File: config.mk
export PLATFORM = sky130hd
export DESIGN_NAME = echo_range_and_stopwatch_timer_unit
export DESIGN_NICKNAME = d
export VERILOG_FILES = /design/src/hdl/etr_pkg.sv /design/src/hdl/etr_cfg_regs.sv /design/src/hdl/etr_core.sv /design/src/hdl/etr_dist.sv /design/src/hdl/echo_range_and_stopwatch_timer_unit.sv
export SDC_FILE = /design/constraint.sdc
export NUM_CORES = 1
export LEC_CHECK = 0
export BUFFER_PORTS_ARGS = -buffer_cell sky130_fd_sc_hd__buf_2
export CORE_ASPECT_RATIO = 0.6
export CORE_MARGIN = 2
export CORE_UTILIZATION = 55
export CTS_CLUSTER_DIAMETER = 100
export DETAILED_ROUTE_END_ITERATION = 16
export GPL_TIMING_DRIVEN = 0
export PLACE_DENSITY_LB_ADDON = 0.12
export REMOVE_ABC_BUFFERS = 1
export SLEW_MARGIN = 10
export SYNTH_ARGS = -nofsm -noshare
export SYNTH_HDL_FRONTEND = slang
export SYNTH_HIERARCHICAL = 1
export SYNTH_SLANG_ARGS = --single-unit
File: constraint.sdc
create_clock -name i_clk -period 11.7 [get_ports i_clk]
set_clock_uncertainty 0.05 [all_clocks]
set_input_delay 1.755 -clock i_clk [delete_from_list [all_inputs] [get_ports i_clk]]
set_output_delay 1.755 -clock i_clk [all_outputs]
set_load 0.005 [all_outputs]
File: src/hdl/etr_pkg.sv
// ---------------------------------------------------------------------------
// Echo range and stopwatch timer package
// Shared types, field widths, register codes and reset values for the timer.
// ---------------------------------------------------------------------------
package etr_pkg;

    // Default width of the shared tick counter.
    localparam int COUNT_WIDTH_DEF = 16;

    // Field widths.
    localparam int OP_W   = 3;
    localparam int MODE_W = 2;
    localparam int PW_W   = 16;
    localparam int DIST_W = 13;
    localparam int SW_W   = 7;
    localparam int CFG_W  = 16;
    localparam int IDX_W  = 2;

    // Register reset values.
    localparam logic [PW_W-1:0] ECHO_TIMEOUT_RST = 16'd60000;
    localparam logic [PW_W-1:0] MIN_ECHO_RST     = 16'd40;
    localparam logic [PW_W-1:0] SW_PERIOD_RST    = 16'd6249;
    localparam logic [SW_W-1:0] SW_LIMIT_RST     = 7'd100;

    // Distance in mm is (width*5+29)/58. Halving first leaves a division by 29,
    // done as a multiply by ceil(2^26/29) and a shift; exact for every 16-bit width.
    localparam int              DIST_SUM_W = 19;
    localparam int              DIST_Y_W   = 18;
    localparam int              DIST_M_W   = 22;
    localparam int              DIST_P_W   = DIST_Y_W + DIST_M_W;
    localparam int              DIST_SHIFT = 26;
    localparam logic [2:0]      DIST_SCALE = 3'd5;
    localparam logic [4:0]      DIST_BIAS  = 5'd29;
    localparam logic [DIST_M_W-1:0] DIST_MUL = 22'd2314099;

    typedef enum logic [MODE_W-1:0] {
        RUN_IDLE      = 2'd0,
        RUN_ECHO      = 2'd1,
        RUN_STOPWATCH = 2'd2
    } t_mode;

    typedef enum logic [OP_W-1:0] {
        OP_TICK        = 3'd0,
        OP_EDGE        = 3'd1,
        OP_START_RANGE = 3'd2,
        OP_START_SW    = 3'd3,
        OP_STOP_SW     = 3'd4
    } t_op;

    typedef enum logic [IDX_W-1:0] {
        REG_ECHO_TIMEOUT = 2'd0,
        REG_MIN_ECHO     = 2'd1,
        REG_SW_PERIOD    = 2'd2,
        REG_SW_LIMIT     = 2'd3
    } t_reg_idx;

    typedef struct packed {
        logic [OP_W-1:0] op;
        logic            echo_level;
    } t_in_beat;

    typedef struct packed {
        logic [MODE_W-1:0] mode_now;
        logic              done_flag;
        logic              valid_flag;
        logic              timeout_flag;
        logic [PW_W-1:0]   pulse_width;
        logic [DIST_W-1:0] distance_mm;
        logic [SW_W-1:0]   stopwatch_count;
        logic              trigger_request;
    } t_out_beat;

    typedef struct packed {
        logic [PW_W-1:0] echo_timeout_ticks;
        logic [PW_W-1:0] min_echo_ticks;
        logic [PW_W-1:0] stopwatch_period_ticks;
        logic [SW_W-1:0] stopwatch_limit;
    } t_cfg;

endpackage

File: src/hdl/etr_cfg_regs.sv
// ---------------------------------------------------------------------------
// Timer configuration registers
// Holds the four configuration registers, written through a plain write port.
// ---------------------------------------------------------------------------
module etr_cfg_regs (
    input  logic                      i_clk,
    input  logic                      i_rst_n,
    input  logic                      i_cfg_we,
    input  logic [etr_pkg::IDX_W-1:0] i_cfg_index,
    input  logic [etr_pkg::CFG_W-1:0] i_cfg_data,
    output etr_pkg::t_cfg             o_cfg
);

    etr_pkg::t_cfg r_cfg;
    etr_pkg::t_cfg n_cfg;

    // Decode the register index and merge the write data.
    always_comb begin
        n_cfg = r_cfg;
        if (i_cfg_we) begin
            case (etr_pkg::t_reg_idx'(i_cfg_index))
                etr_pkg::REG_ECHO_TIMEOUT: begin
                    n_cfg.echo_timeout_ticks = i_cfg_data;
                end
                etr_pkg::REG_MIN_ECHO: begin
                    n_cfg.min_echo_ticks = i_cfg_data;
                end
                etr_pkg::REG_SW_PERIOD: begin
                    n_cfg.stopwatch_period_ticks = i_cfg_data;
                end
                etr_pkg::REG_SW_LIMIT: begin
                    n_cfg.stopwatch_limit = i_cfg_data[etr_pkg::SW_W-1:0];
                end
                default: begin
                    n_cfg = r_cfg;
                end
            endcase
        end
    end

    always_ff @(posedge i_clk) begin
        if (!i_rst_n) begin
            r_cfg.echo_timeout_ticks     <= etr_pkg::ECHO_TIMEOUT_RST;
            r_cfg.min_echo_ticks         <= etr_pkg::MIN_ECHO_RST;
            r_cfg.stopwatch_period_ticks <= etr_pkg::SW_PERIOD_RST;
            r_cfg.stopwatch_limit        <= etr_pkg::SW_LIMIT_RST;
        end else begin
            r_cfg <= n_cfg;
        end
    end

    assign o_cfg = r_cfg;

endmodule

File: src/hdl/etr_core.sv
// ---------------------------------------------------------------------------
// Timer state update
// Applies one input beat to the shared tick counter and the echo and
// stopwatch state; the state registers double as the first result stage.
// ---------------------------------------------------------------------------
module etr_core #(
    parameter int COUNT_WIDTH = etr_pkg::COUNT_WIDTH_DEF
) (
    input  logic              i_clk,
    input  logic              i_rst_n,
    input  etr_pkg::t_cfg     i_cfg,
    input  logic              i_load,
    input  etr_pkg::t_in_beat i_beat,
    output etr_pkg::t_out_beat o_result
);

    // Compares run at the wider of the counter and the 16-bit registers.
    localparam int CMP_W = (COUNT_WIDTH > etr_pkg::PW_W) ? COUNT_WIDTH : etr_pkg::PW_W;

    etr_pkg::t_mode              r_mode, n_mode;
    logic                        r_armed, n_armed;
    logic [COUNT_WIDTH-1:0]      r_tick, n_tick;
    logic [etr_pkg::PW_W-1:0]    r_captured, n_captured;
    logic [etr_pkg::SW_W-1:0]    r_elapsed, n_elapsed;
    logic                        r_done, n_done;
    logic                        r_valid, n_valid;
    logic                        r_timeout, n_timeout;
    logic                        r_trig, n_trig;

    logic [COUNT_WIDTH-1:0]      tick_inc;
    logic [CMP_W-1:0]            tick_ext;
    logic [CMP_W-1:0]            inc_ext;
    logic [etr_pkg::SW_W:0]      sw_next;

    assign tick_inc = r_tick + 1'b1;
    assign tick_ext = CMP_W'(r_tick);
    assign inc_ext  = CMP_W'(tick_inc);
    assign sw_next  = {1'b0, r_elapsed} + 1'b1;

    // Next state for one accepted beat.
    always_comb begin
        n_mode     = r_mode;
        n_armed    = r_armed;
        n_tick     = r_tick;
        n_captured = r_captured;
        n_elapsed  = r_elapsed;
        n_done     = r_done;
        n_valid    = r_valid;
        n_timeout  = r_timeout;
        n_trig     = r_trig;
        if (i_load) begin
            n_trig = (etr_pkg::t_op'(i_beat.op) == etr_pkg::OP_START_RANGE);
            case (etr_pkg::t_op'(i_beat.op))
                etr_pkg::OP_TICK: begin
                    if (r_mode == etr_pkg::RUN_ECHO) begin
                        n_tick = tick_inc;
                        if (inc_ext == CMP_W'(i_cfg.echo_timeout_ticks)) begin
                            n_valid   = 1'b0;
                            n_done    = 1'b1;
                            n_timeout = 1'b1;
                            n_mode    = etr_pkg::RUN_IDLE;
                            n_armed   = 1'b0;
                        end
                    end else if (r_mode == etr_pkg::RUN_STOPWATCH) begin
                        if (tick_ext == CMP_W'(i_cfg.stopwatch_period_ticks)) begin
                            n_tick = '0;
                            if (sw_next > {1'b0, i_cfg.stopwatch_limit}) begin
                                n_elapsed = i_cfg.stopwatch_limit;
                                n_timeout = 1'b1;
                                n_mode    = etr_pkg::RUN_IDLE;
                            end else begin
                                n_elapsed = sw_next[etr_pkg::SW_W-1:0];
                            end
                        end else begin
                            n_tick = tick_inc;
                        end
                    end
                end
                etr_pkg::OP_EDGE: begin
                    if (r_mode == etr_pkg::RUN_ECHO) begin
                        if (i_beat.echo_level) begin
                            n_tick  = '0;
                            n_armed = 1'b1;
                        end else if (r_armed) begin
                            if (tick_ext < CMP_W'(i_cfg.min_echo_ticks)) begin
                                // Pulse too short: drop it and wait for a new rise.
                                n_armed = 1'b0;
                                n_tick  = '0;
                            end else begin
                                n_captured = etr_pkg::PW_W'(r_tick);
                                n_valid    = 1'b1;
                                n_done     = 1'b1;
                                n_mode     = etr_pkg::RUN_IDLE;
                                n_armed    = 1'b0;
                            end
                        end
                    end
                end
                etr_pkg::OP_START_RANGE: begin
                    n_done     = 1'b0;
                    n_valid    = 1'b0;
                    n_timeout  = 1'b0;
                    n_captured = '0;
                    n_armed    = 1'b0;
                    n_tick     = '0;
                    n_mode     = etr_pkg::RUN_ECHO;
                end
                etr_pkg::OP_START_SW: begin
                    n_elapsed = '0;
                    n_timeout = 1'b0;
                    n_tick    = '0;
                    n_mode    = etr_pkg::RUN_STOPWATCH;
                end
                etr_pkg::OP_STOP_SW: begin
                    n_mode = etr_pkg::RUN_IDLE;
                end
                default: begin
                    n_mode = r_mode;
                end
            endcase
        end
    end

    always_ff @(posedge i_clk) begin
        if (!i_rst_n) begin
            r_mode     <= etr_pkg::RUN_IDLE;
            r_armed    <= 1'b0;
            r_tick     <= '0;
            r_captured <= '0;
            r_elapsed  <= '0;
            r_done     <= 1'b0;
            r_valid    <= 1'b0;
            r_timeout  <= 1'b0;
            r_trig     <= 1'b0;
        end else begin
            r_mode     <= n_mode;
            r_armed    <= n_armed;
            r_tick     <= n_tick;
            r_captured <= n_captured;
            r_elapsed  <= n_elapsed;
            r_done     <= n_done;
            r_valid    <= n_valid;
            r_timeout  <= n_timeout;
            r_trig     <= n_trig;
        end
    end

    // Result fields straight from the state; distance is filled in downstream.
    always_comb begin
        o_result.mode_now        = r_mode;
        o_result.done_flag       = r_done;
        o_result.valid_flag      = r_valid;
        o_result.timeout_flag    = r_timeout;
        o_result.pulse_width     = r_captured;
        o_result.distance_mm     = '0;
        o_result.stopwatch_count = r_elapsed;
        o_result.trigger_request = r_trig;
    end

endmodule

File: src/hdl/etr_dist.sv
// ---------------------------------------------------------------------------
// Distance conversion stage
// Converts the captured pulse width to millimeters and holds the output beat.
// ---------------------------------------------------------------------------
module etr_dist (
    input  logic               i_clk,
    input  logic               i_load,
    input  etr_pkg::t_out_beat i_beat,
    output etr_pkg::t_out_beat o_beat
);

    etr_pkg::t_out_beat                r_beat;
    etr_pkg::t_out_beat                n_beat;
    logic [etr_pkg::DIST_SUM_W-1:0]    dist_sum;
    logic [etr_pkg::DIST_Y_W-1:0]      dist_half;
    logic [etr_pkg::DIST_P_W-1:0]      dist_prod;

    // (width*5+29)/58 as ((width*5+29)>>1) * ceil(2^26/29) >> 26.
    assign dist_sum  = etr_pkg::DIST_SUM_W'(i_beat.pulse_width) * etr_pkg::DIST_SCALE
                       + etr_pkg::DIST_SUM_W'(etr_pkg::DIST_BIAS);
    assign dist_half = dist_sum[etr_pkg::DIST_SUM_W-1:1];
    assign dist_prod = etr_pkg::DIST_P_W'(dist_half) * etr_pkg::DIST_P_W'(etr_pkg::DIST_MUL);

    always_comb begin
        n_beat = i_beat;
        n_beat.distance_mm =
            dist_prod[etr_pkg::DIST_SHIFT +: etr_pkg::DIST_W];
    end

    // Payload register; loads only when the stage takes a new beat.
    always_ff @(posedge i_clk) begin
        if (i_load) begin
            r_beat <= n_beat;
        end
    end

    assign o_beat = r_beat;

endmodule

File: src/hdl/echo_range_and_stopwatch_timer_unit.sv
// Path: an accepted beat updates the core state registers, then the distance stage register.
// Throughput: one beat per cycle while the output is not stalled; the counter and mode
// update set the first stage, the distance multiplier sets the second.
// Reset: synchronous, active low; clears mode, counters, flags and pipeline valids,
// and loads the configuration registers with their default values.
// ---------------------------------------------------------------------------
// Echo range and stopwatch timer
// Top level: configuration registers, state update stage and distance stage
// joined by a two-stage valid/stall pipeline.
// ---------------------------------------------------------------------------
module echo_range_and_stopwatch_timer_unit #(
    parameter int COUNT_WIDTH = etr_pkg::COUNT_WIDTH_DEF
) (
    input  logic                      i_clk,
    input  logic                      i_rst_n,
    input  logic                      i_cfg_we,
    input  logic [etr_pkg::IDX_W-1:0] i_cfg_index,
    input  logic [etr_pkg::CFG_W-1:0] i_cfg_data,
    input  logic                      i_in_valid,
    output logic                      o_in_stall,
    input  etr_pkg::t_in_beat         i_in_beat,
    output logic                      o_out_valid,
    input  logic                      i_out_stall,
    output etr_pkg::t_out_beat        o_out_beat
);

    etr_pkg::t_cfg      cfg;
    etr_pkg::t_out_beat core_result;
    logic               r_s1_valid, n_s1_valid;
    logic               r_s2_valid, n_s2_valid;
    logic               s2_free;
    logic               s1_free;
    logic               s1_advance;
    logic               in_accept;

    // Pipeline handshake: each stage moves when the one after it can take a beat.
    assign s2_free    = !r_s2_valid || !i_out_stall;
    assign s1_advance = r_s1_valid && s2_free;
    assign s1_free    = !r_s1_valid || s2_free;
    assign o_in_stall = !s1_free;
    assign in_accept  = i_in_valid && s1_free;
    assign n_s1_valid = in_accept || (r_s1_valid && !s2_free);
    assign n_s2_valid = s1_advance || (r_s2_valid && i_out_stall);

    always_ff @(posedge i_clk) begin
        if (!i_rst_n) begin
            r_s1_valid <= 1'b0;
            r_s2_valid <= 1'b0;
        end else begin
            r_s1_valid <= n_s1_valid;
            r_s2_valid <= n_s2_valid;
        end
    end

    assign o_out_valid = r_s2_valid;

    etr_cfg_regs u_cfg_regs (
        .i_clk       (i_clk),
        .i_rst_n     (i_rst_n),
        .i_cfg_we    (i_cfg_we),
        .i_cfg_index (i_cfg_index),
        .i_cfg_data  (i_cfg_data),
        .o_cfg       (cfg)
    );

    etr_core #(
        .COUNT_WIDTH (COUNT_WIDTH)
    ) u_core (
        .i_clk    (i_clk),
        .i_rst_n  (i_rst_n),
        .i_cfg    (cfg),
        .i_load   (in_accept),
        .i_beat   (i_in_beat),
        .o_result (core_result)
    );

    etr_dist u_dist (
        .i_clk  (i_clk),
        .i_load (s1_advance),
        .i_beat (core_result),
        .o_beat (o_out_beat)
    );

endmodule

Word-level counts from Yosys, hierarchy flattened
Index checks and enable logic that the tools add are counted.
- magnitude comparators: 2
- reduce and logical (&&, ||, !) cells: 33
- multiply operators: 2
- mux-type cells: 46
- $add $sub $neg: 3
- equality and inequality tests: 26
- operator list (cell ; count):
    $mux 16 ; 11
    $pmux 16 s3 ; 1
    $mul 18x22->39 const B ; 1
    $eq 16x16->1 ; 2
    $pmux 16 s2 ; 1
    $mux 7 ; 4
    $add 19x5->19 const B ; 1
    $mul 16x3->19 const B ; 1
    $mux 2 ; 9
    $reduce_and 6->1 ; 3
    $add 16x1->16 const B ; 1
    $lt 16x16->1 ; 1
    $mux 1 ; 14
    $pmux 7 s2 ; 1
    $ne 2x1->1 const B ; 6
    $pmux 2 s5 ; 1
    $reduce_and 10->1 ; 1
    $reduce_and 5->1 ; 2
    $ne 3x1->1 const B ; 3
    $ne 3x2->1 const B ; 3
    $pmux 1 s3 ; 3
    $add 7x1->8 const B ; 1
    $gt 8x7->1 ; 1
    $reduce_and 2->1 ; 4
    other kinds (17) ; 36
- word-level logic and storage cells: 135
- input port bits: 27
- flip-flop bits (word level): 145
- output and inout bits: 44

Longest topological paths before layout
- depth after elaboration: 7
- mapped depth: 31

Hierarchy
The synthesis kept the hierarchy.
- by module, submodules not included (module ; instances ; area each (sq um) ; cells an instance):
    etr_dist ; 1 ; 9042.4 ; 870
    etr_core ; 1 ; 3752.3 ; 488
    etr_cfg_regs ; 1 ; 2194.6 ; 213
    echo_range_and_stopwatch_timer_unit ; 1 ; 83.8 ; 8

Least setup slack after synthesis
Ideal clock, no wire load.
- path type: reg-to-reg
- start: reg u_core/r_captured[0] (netlist name)
- end: reg u_dist.r_beat (netlist bit u_dist/o_beat[17]), data pin
- path slack: 3.505 ns
- clock period less this slack: 8.195 ns
- stages on the path, launching flop included: 32
- buffers on the path: 0
- library setup time: 0.158 ns
- arrival: 7.987 ns
- path through: dfxtp_1 inv_1 fa_1 inv_1 ha_1 a31oi_2 o21ai_2 a41oi_2 or2b_1 a21oi_1 o21ai_0 xnor2_1 inv_1 fa_1 inv_1 fa_1 inv_1 fa_1 fa_1 fa_1 inv_1 fa_1 inv_1 ha_1 a21oi_1 o21ai_0 a31oi_1 o21ai_1 o2111ai_2 a21oi_1 or4_1 o211ai_1
- cells in the longest elaborated chain, start to end: 3
- RTL lines (item ; RTL line ; RTL):
    start: declaration ; etr_core.sv:23 ; logic [etr_pkg::PW_W-1:0] r_captured, n_captured;
    start signal: assignment ; etr_core.sv:139 ; r_captured <= n_captured;
    $mul 16x3->19 ; etr_dist.sv:19 ; assign dist_sum = etr_pkg::DIST_SUM_W'(i_beat.pulse_width) * etr_pkg::DIST_SCALE
    $add 19x5->19 ; etr_dist.sv:20 ; + etr_pkg::DIST_SUM_W'(etr_pkg::DIST_BIAS);
    $mul 18x22->39 ; etr_dist.sv:22 ; assign dist_prod = etr_pkg::DIST_P_W'(dist_half) * etr_pkg::DIST_P_W'(etr_pkg::DIST_MUL);
    net u_dist.dist_prod, one bit ; etr_dist.sv:16 ; logic [etr_pkg::DIST_P_W-1:0] dist_prod;
    end signal: assignment ; etr_dist.sv:33 ; r_beat <= n_beat;
    end: declaration ; etr_dist.sv:12 ; etr_pkg::t_out_beat r_beat;
The timed path passes the listed nets, and every way through them passes these cells.
A chain may end at the register's enable or synchronous reset.

Worst setup path in the final report
- start: reg u_core/r_captured[0] (netlist name)
- end: reg u_dist.r_beat (netlist bit u_dist/o_beat[18]), data pin
Same word-level chain as after synthesis.

==> out/qor.txt <==
Status -> finished, final reports clean
Power Dens Cells -> 74.4 mW/mm2
Skew-Pair Late Insertion Delay -> 440 ps
Placer Congestion -> 0.957
Residual DRC -> 0
Drt pass-1 iters -> 6
Power Internal -> 0.905 mW
Core ar. -> 0.0266 mm2
Clock Tree Buf Depth -> 2
Dpl cell area -> 0.0156 mm2
Max-slew violation count -> 0
Layout Nets -> 1,998
Ant. Diodes -> 0
# Post-CTS Setup Buffers -> 0
Die ar. -> 0.0286 mm2
WP data arrival -> 10,350 ps
R2r startpoint -> u_core/r_captured[0]
Initial antenna violation count -> 0
Vias in the first global route -> 10.6k
Final Hold Fails -> 0
CP max stage cell -> a21oi_1
Synthesis-to-finish area growth -> 7.99%
Crit path required time -> 11,840 ps
Final Setup Violations -> 0
CTS tree -> yes
Cts bufs inserted -> 17
Die width -> 217 um
Initial Util -> 56.3%
Worst Tran Pin Value -> 1220 ps
RSZ-0062 raised after global routing -> no
Hold WC Path Type -> reg -> reg
Commonest non-fill, non-tap cell in the layout -> inv_1
IO Count -> 71
Routed Antenna Nets -> 0
Final min period -> 10,220 ps
CTS sink count -> 145
Worst Path Max Fanout -> 5
Clock power share -> 46.6%
Syn Inst Count -> 1,565
Max Clk Rate -> 97.9 MHz
Number of synthesis warnings -> 6
DP Wirelength -> 30.3 mm
R2r setup slk -> 1480 ps
Drt via density -> 5.56
P_sw -> 0.298 mW
Row cnt -> 46
WHS Endpoint -> u_dist/o_beat[38]
Vias -> 11.0k
Share of layout cells above drive strength 1 -> 9.46%
Hold_sp -> u_core/r_valid
Mapped Avg Cell Area -> 9.57 um2
FF-to-FF End -> u_dist/o_beat[18]
Worst path max stage delay -> 750 ps
Die H -> 132 um
First-pass GRT wire length -> 59.2 mm
Sequential share of power -> 44.8%
CTS H-tree lvls -> 4
Fin area -> 0.0162 mm2
Largest net degree at the start of global routing -> 88
Gr usage total -> 27.0%
Most frequent cells in the layout -> inv_1 (295), ha_1 (228), fa_1 (139)
Port bufs -> 70
Reg2reg path depth -> 31
Leakage -> 8.09 nW
Congestion Overflow GR -> 0
Iteration-0 DRC Markers -> 860
Root buffer cell -> clkbuf_16
Final TNS setup -> 0 ps
Sw Ratio -> 24.8%
Critical path type -> reg -> reg
VDD IR-drop max -> 0.0828 mV
Resized Gates After CTS -> 0
Worst Setup End Kind -> flip-flop
Cell Area, Synth -> 0.0150 mm2
Hold_buf cts -> 0
Combinational fraction of design power -> 8.5%
WHS Path Cells -> 0
Drt wl/cell -> 18.7 um
Drt total wl -> 37.0 mm
CP Launch Type -> flip-flop
Post-route clock period utilization -> 87.3%
Worst slew margin -> 18.0%
Reg clk slew, reported paths -> 60 ps
Total of max-cap violations -> 0
layout make-up:
cell class | count | area (um2)
Clock buffer | 18 | 429
Clock inverter | 14 | 165
Fill cell | 2324 | 10400
Inverter | 296 | 1110
Multi-Input combinational cell | 1071 | 10300
Sequential cell | 145 | 3320
Tap cell | 360 | 450
Timing Repair Buffer | 73 | 395
worst max-delay path, delay by kind of cell (launching register included):
kind | cells | cell delay, ps
compound gates | 10 | 2800
xor+xnor | 1 | 680
flops | 1 | 450
fa+ha+maj | 9 | 4300
buf+inv | 7 | 740
simple gates | 4 | 940
registers in the layout, indices dropped and copies added, names as in the netlist, 2 cells and up:
name,cells
u_cfg_regs/o_cfg,55
u_core/r_tick,16
u_core/r_elapsed,7
u_dist/o_beat,42
u_core/r_mode,2
u_core/r_captured,16
stage by stage:
| stage | hold WS (ps) | setup WS, ps | util [%] | power, mW | cells |
|---|---|---|---|---|---|
| after floorplan | 358 | 3500 | - | 0.608 | 1512 |
| after global placement | 368 | 1710 | 58.3 | 0.648 | 1942 |
| after detailed placement | 374 | 1710 | 58.5 | 0.652 | 1945 |
| after CTS | 388 | 1630 | 60.8 | 1.21 | 1977 |
| after global routing | 404 | 1010 | 60.8 | 1.25 | 1977 |
| final | 386 | 1480 | 60.8 | 1.20 | 1977 |
how the worst max path moves through the flow:
stage | cells past startpoint | slack, ps | endpoint | startpoint
2_1_floorplan | 31 | 3500 | u_dist/o_beat[17] | u_core/r_captured[0]
3_3_place_gp | 31 | 1710 | u_dist/o_beat[18] | u_core/r_captured[0]
3_5_place_dp | 31 | 1710 | u_dist/o_beat[18] | u_core/r_captured[0]
4_1_cts | 31 | 1630 | u_dist/o_beat[18] | u_core/r_captured[0]
5_1_grt | 31 | 1010 | u_dist/o_beat[18] | u_core/r_captured[0]
6_report | 31 | 1480 | u_dist/o_beat[18] | u_core/r_captured[0]
power groups by stage:
stage	sequential (mW)	combinational (mW)	clock [mW]
2_1_floorplan	0.550	0.0586	0
3_3_place_gp	0.552	0.0967	0
3_5_place_dp	0.550	0.101	0
4_1_cts	0.540	0.102	0.569
5_1_grt	0.541	0.114	0.590
6_report	0.540	0.103	0.561
metal layers:
metal	up-vias	global-route usage, %	part of all wire, %
li1	5285	-	-
met2	357	32.4	35
met3	25	9.30	10
met1	5323	44.9	54
met4	0	4.68	0.83
met5	-	0	0
Power figures use the tool's default switching activity.
